[src/rtl/core/slcp_pkg.sv]
// slcp_pkg: widths, item types and constants shared by the closest-points core.
// No dependencies; every file of the core imports it.

package slcp_pkg;

  // coordinate format
  localparam int CW = 32;
  localparam int FB = 16;

  // lanes: 0..2 first line x/y/z, 3..5 second line x/y/z
  localparam int NL = 6;
  localparam int NAXIS = 3;

  // gram terms a..e and their split for the wide products
  localparam int GW = 2 * CW + 4;
  localparam int HG = GW / 2;
  localparam int PPW = GW + 2;
  localparam int PW = 2 * GW;
  localparam int NPROD = 6;

  // determinant and numerators
  localparam int DW = PW + 1;
  localparam int NLIMB = (DW + CW - 1) / CW;
  localparam int NPW = 2 * CW + 1;
  localparam int NW = (NLIMB + 1) * CW;

  // divider
  localparam int QB = CW + 1;
  localparam int RW = DW + QB;
  localparam int HW = NW + QB;
  localparam int VW = CW + 3;

  // squared gap
  localparam int SQW = 2 * CW + 2;
  localparam int GSW = 2 * CW + 4;
  localparam int GAPW = 64;
  localparam int GXW = (GSW > GAPW) ? GSW : GAPW + 1;
  localparam logic [GSW-1:0] GAP_RND = (FB > 0) ? (GSW'(1) << ((FB > 0) ? FB - 1 : 0)) : '0;

  // queue between front and back
  localparam int QD = 4;
  localparam int QPW = $clog2(QD);

  typedef logic signed [CW-1:0] coord_t;
  typedef logic signed [GW-1:0] gram_t;

  localparam coord_t COORD_MAX = {1'b0, {(CW - 1){1'b1}}};
  localparam coord_t COORD_MIN = {1'b1, {(CW - 1){1'b0}}};

  typedef struct packed {
    gram_t a;
    gram_t b;
    gram_t c;
    gram_t d;
    gram_t e;
    coord_t [NL-1:0] dir;
    coord_t [NL-1:0] base;
  } gram_item_t;

  typedef struct packed {
    logic par;
    logic [NL-1:0] neg;
    logic [NL-1:0] huge;
    coord_t [NL-1:0] base;
  } div_side_t;

  typedef struct packed {
    coord_t [NL-1:0] near;
    logic [GAPW-1:0] gap;
    logic par;
  } result_t;

endpackage

[src/rtl/core/slcp_queue.sv]
// slcp_queue: short fifo of gram items between the front and the back.
// Depends on slcp_pkg.

module slcp_queue (
  input  logic clk_i,
  input  logic rst_ni,
  input  logic wr_valid_i,
  output logic wr_ready_o,
  input  slcp_pkg::gram_item_t wr_item_i,
  output logic rd_valid_o,
  input  logic rd_ready_i,
  output slcp_pkg::gram_item_t rd_item_o
);
  import slcp_pkg::*;

  gram_item_t mem_q [QD];
  logic [QPW-1:0] wp_q, rp_q;
  logic [QPW:0] cnt_q;
  logic wr, rd;

  assign wr_ready_o = (cnt_q != (QPW + 1)'(QD));
  assign rd_valid_o = (cnt_q != '0);
  assign wr = wr_valid_i && wr_ready_o;
  assign rd = rd_ready_i && rd_valid_o;
  assign rd_item_o = mem_q[rp_q];

  always_ff @(posedge clk_i or negedge rst_ni) begin
    if (!rst_ni) begin
      wp_q <= '0;
      rp_q <= '0;
      cnt_q <= '0;
    end else begin
      if (wr) wp_q <= wp_q + 1'b1;
      if (rd) rp_q <= rp_q + 1'b1;
      if (wr && !rd) begin
        cnt_q <= cnt_q + 1'b1;
      end else if (rd && !wr) begin
        cnt_q <= cnt_q - 1'b1;
      end
    end
  end

  always_ff @(posedge clk_i) begin
    if (wr) mem_q[wp_q] <= wr_item_i;
  end

endmodule

[config.mk]
export PLATFORM = sky130hd
export DESIGN_NAME = slcp_queue
export DESIGN_NICKNAME = d
export VERILOG_FILES = /design/src/rtl/core/slcp_pkg.sv /design/src/rtl/core/slcp_queue.sv
export SDC_FILE = /design/constraint.sdc
export NUM_CORES = 2
export LEC_CHECK = 0
export ABC_AREA = 1
export BUFFER_PORTS_ARGS = -buffer_cell sky130_fd_sc_hd__buf_4
export CAP_MARGIN = 20
export CORE_MARGIN = 1
export CORE_UTILIZATION = 35
export CTS_CLUSTER_DIAMETER = 120
export DETAILED_ROUTE_END_ITERATION = 6
export GPL_TIMING_DRIVEN = 0
export HOLD_SLACK_MARGIN = 0.03
export MAX_ROUTING_LAYER = met4
export SYNTH_ARGS = -nofsm -noshare
export SYNTH_HDL_FRONTEND = slang
export SYNTH_SLANG_ARGS = --single-unit
[constraint.sdc]
create_clock -name clk_i -period 36.6 [get_ports clk_i]
set_input_delay 5.49 -clock clk_i [delete_from_list [all_inputs] [get_ports clk_i]]
set_output_delay 5.49 -clock clk_i [all_outputs]
set_load 0.005 [all_outputs]
== Word-level counts from Yosys, hierarchy flattened ==
Memory sizes are Yosys's and may differ from the RTL's.
Index checks and enable logic that the tools add are counted.
Word-level totals
  flip-flop bits (word level): 7
  memory bits (writable): 2896
  input port bits: 728
  output and inout port bits: 726
  word-level logic and storage cells: 21
  memories kept: 1
Cells by class
  add/sub/neg operators: 4
  equality and inequality tests: 1
  multiplexer cells: 4
  reduce and logical (&&, ||, !) cells: 8
Memory list
  mem_q: depth 4, width 724, rd ports 1, clocked after memory_dff 0, write ports 1, line slcp_queue.sv:16  | gram_item_t mem_q [QD];
Operators by type and width (count)
  3-bit two-way mux: 2
  2-bit by 1-bit adder with 2-bit output (second input constant): 2
  1-bit logical AND: 4
  3-bit by 1-bit adder with 3-bit output (second input constant): 1
  3-bit != test (second input constant): 1
  3-bit nonzero test: 1
  3-bit by 1-bit subtractor with 3-bit output (second input constant): 1
  1-bit zero test: 2
  1-bit two-way mux: 2
  2-bit nonzero test: 1

== Longest topological paths before layout ==
  depth in word-level cells: 6
  depth in mapped cells: 12
  mapped depth without buffers: 12

== Worst setup path before layout ==
Ideal clock, no wire load.
  path kind: in2reg
  start point: in wr_valid_i
  end point: mem mem_q[0][0] (netlist name) (enable)
  library setup time: 1835 ps
  arrival: 35555 ps
  required time: 34765 ps
  path slack: -791 ps
  stages on the path: 2
  path buffers: 0
  path through: nand2_1 -> nor2_1
Between the ends
  word-level cells in the longest chain between the ends: 3
Ends and longest elaborated chain
  start: declaration: line slcp_queue.sv:7  | input logic wr_valid_i,
  1-bit logical AND: line slcp_queue.sv:23  | assign wr = wr_valid_i && wr_ready_o;
  1-bit two-way mux: line slcp_queue.sv:44  | if (wr) mem_q[wp_q] <= wr_item_i;
  1-bit two-way mux (not written as such): line slcp_queue.sv:44
  end: declaration: line slcp_queue.sv:16
No other way between the ends.

==> metrics.txt <==
status finished clean; Via Count approximately 75000; Worst EP arrival about 3.9 ns; H-tree levels 5; CTS root buf clkbuf_16; Slew @ Worst Pin about 0.98 ns; WL final ~390 mm; worst clock skew just under 0.06 ns; Top delay family on crit path buffers and inverters; drt first pass iters 5; initial core utilization 35.2%; Slew HR about a third; RSZ-0062 raised after global routing false; internal power 7.77 mW; Final Util 44.2%; Peak VDD IR 0.0539 mV; PostCTS Resize Cnt 0; Leak approximately 57 nW; DP HPWL 282 mm; CP startpoint kind flop; nets between 10000 and 15000; Final Critical Period 9.40 ns; register share of total power ~36%; Synth Net Count 9240; Remaining Overflow, GRT 0; hold-fix buffers at CTS 0; placed cell count around 14000; CP dominant cell by count buf_2; synthesized area around 110000 µm²; core area between 300000 and 400000 µm²; Yosys top cell area share between 70% and 80%; vias in the first global route ~73000; Critical Setup Path Class flop to primary output; crit-path max FO 10; synth top area cells edfxtp_1 (76%), o211ai_1 (9.5%), nand2_1 (7.2%); initial DRC count 6629; DRC 0; Worst-path clk slew 0.05 ns; IO Pins roughly 1500; IO Port Bufs between 1000 and 1500; M2 GR Usage 37.4%; antenna violations before repair 146; slowest cell delay on critical path 0.53 ns; Cell Count, Final, Fillers Out 15100; post-synthesis sequential area ratio between 70% and 80%; Total GRT Usage roughly a quarter; dominant cell type by area after synthesis edfxtp_1; Row Count 209; largest net degree at the start of global routing 28; slowest CP cell buf_2; global-route wire length before repair 539 mm; met3 GRT Util just under 8%; layout cells sized above 1 between 20% and 30%; vias per inst between 4 and 5; DIE AREA about 330000 µm²; setup bufs post-CTS 0; die width 574 µm; Routability Congestion around 0.88; yosys warns 0; layer with the highest usage met2; Distinct cells, synth 18; Max Freq 106 MHz; P per Cell Area 86.7 nW/µm²; Switching Fraction between 30% and 40%; endpoints failing hold 0; Setup-failing EPs final 0; post-route ant nets 0; synthesized instance count between 8000 and 9000; #FFs+latches synth between 2000 and 3000; clock power share about a quarter; CP endpoint kind primary output; Buf+Inv Stages, Crit Path 5; Net Sw Power roughly 4.7 mW; maxcap violations 0; worst skew pair latency around 0.91 ns; Die Ht around 570 µm; CTS tree yes; final worst path period share between 20% and 30%; max-slew violations 0; Critical Path RT about 31 ns; Syn-to-layout area delta 25.5%; met1 global-route usage roughly 27%; Final Power around 12 mW; # clock sinks 2903; combinational share of power between 30% and 40%; TNS Setup 0 ns; total CTS buffers approximately 310; Avg Synthesized Cell Area between 10 and 15 µm²; DR WL/cell ~26 µm; clk buf depth 4; worst min path class flop to flop; worst path cell trace inv_2, buf_6, buf_2, buf_2, o211ai_1, nand2_1, buf_4
==> sequential cells by signal, indices dropped and copies added (netlist names) <==
register,cells
cnt_q,3
rp_q,2
mem_q,2896
wp_q,2
==> kinds of logic (layout without fill, tap and decap cells) <==
logic type                 Yosys count  after routing  share of synthesized area (%)
adders and majority gates            6              6                         0.0722
buffers and inverters             1946           4087                           6.98
AOI/OAI and AO/OA                 1449           1449                           9.51
and+or+nand+nor                   2201           2201                           7.23
xor gates and xnor gates             1              1                        0.00766
other                                0            131                              0
DFF                               2903           2903                           76.2
==> worst paths after layout <==
check	from	endpoint	cells past startpoint	slack, ns
max	rp_q[0]	rd_item_o[348]	7	27.20
min	cnt_q[2]	cnt_q[2]	2	0.53
max reg2reg	cnt_q[0]	mem_q[0][155]	14	32.35
min reg2reg	cnt_q[2]	cnt_q[2]	2	0.53
max in group asynchronous	rst_ni	cnt_q[1]	1	32.08
min in group asynchronous	rst_ni	wp_q[1]	1	4.38
==> per-stage QoR <==
stage | setup WS (ns) | instance area [µm²] | hold WS [ns]
2_1_floorplan | -0.791 | 114000 | 0.463
3_3_place_gp | -29.14 | 131000 | 0.491
3_5_place_dp | 27.44 | 134000 | 0.512
4_1_cts | 26.70 | 143000 | 0.523
5_1_grt | 26.84 | 143000 | 0.559
6_report | 27.20 | 144000 | 0.534
==> layer usage <==
metal	wire length (µm)	part of all wire, %	vias up
met5	0	0	-
met4	14100	3.6	0
met3	39900	10	626
met2	185000	48	3207
met1	147000	38	37700
li1	-	-	33900
==> cells in the mapped netlist <==
cell	n
buf_1	5
buf_2	351
buf_4	37
buf_6	13
clkbuf_1	76
dfrtp_1	7
edfxtp_1	2896
fa_1	1
ha_1	5
inv_1	1462
inv_2	2
nand2_1	2189
nand3_1	7
nand4_1	1
nor2_1	4
o211ai_1	1448
o21ai_0	1
xnor2_1	1
==> worst register-to-register path, cell delays in order, from the launching register on <==
cell and delay, ns:
dfrtp_1 0.42, inv_1 0.08, nand3_1 0.16, nand2_1 0.31, nor2_4 0.58, buf_12 0.29
buf_12 0.25, buf_12 0.23, buf_12 0.24, buf_12 0.23, buf_12 0.25, buf_12 0.23
buf_16 0.21, buf_16 0.19, buf_12 0.22
==> cell type report <==
type,instances,area (µm²)
fill,28900,181000
inverter,1464,5500
antenna,131,328
timing repair buffer,1587,13800
buffer,482,2490
clock inverter,176,1530
tap,4325,5410
clock buffer,378,8100
sequential,2903,87100
multi-input combinational,3657,19300
==> power groups by stage <==
stage | clock [mW] | sequential (mW) | combinational (mW)
global route | 3.17 | 4.52 | 5.27
global placement | 0 | 6.22 | 4.73
floorplan | 0 | 5.40 | 2.06
CTS | 3.05 | 4.48 | 5.00
detailed placement | 0 | 4.55 | 4.98
finish | 3.00 | 4.48 | 4.96
==> cell usage in the layout (no fill, tap or decap), types with 2 or more instances in the layout <==
cell type / netlist / layout
inv_16: 0 / 5
edfxtp_1: 2896 / 2896
clkinv_1: 0 / 81
dfrtp_1: 7 / 7
buf_12: 0 / 110
clkbuf_1: 76 / 139
o211ai_1: 1448 / 1448
buf_2: 351 / 351
nor2_4: 0 / 4
clkbuf_16: 0 / 314
buf_16: 0 / 23
inv_6: 0 / 10
clkinv_8: 0 / 4
bufinv_16: 0 / 18
clkinv_2: 0 / 46
buf_6: 13 / 13
clkinvlp_4: 0 / 7
clkinv_16: 0 / 5
ha_1: 5 / 5
buf_1: 5 / 5
inv_2: 2 / 2
nand3_1: 7 / 7
diode_2: 0 / 131
buf_4: 37 / 1490
nand2_1: 2189 / 2189
inv_1: 1462 / 1462
Power figures use the tool's default switching activity.
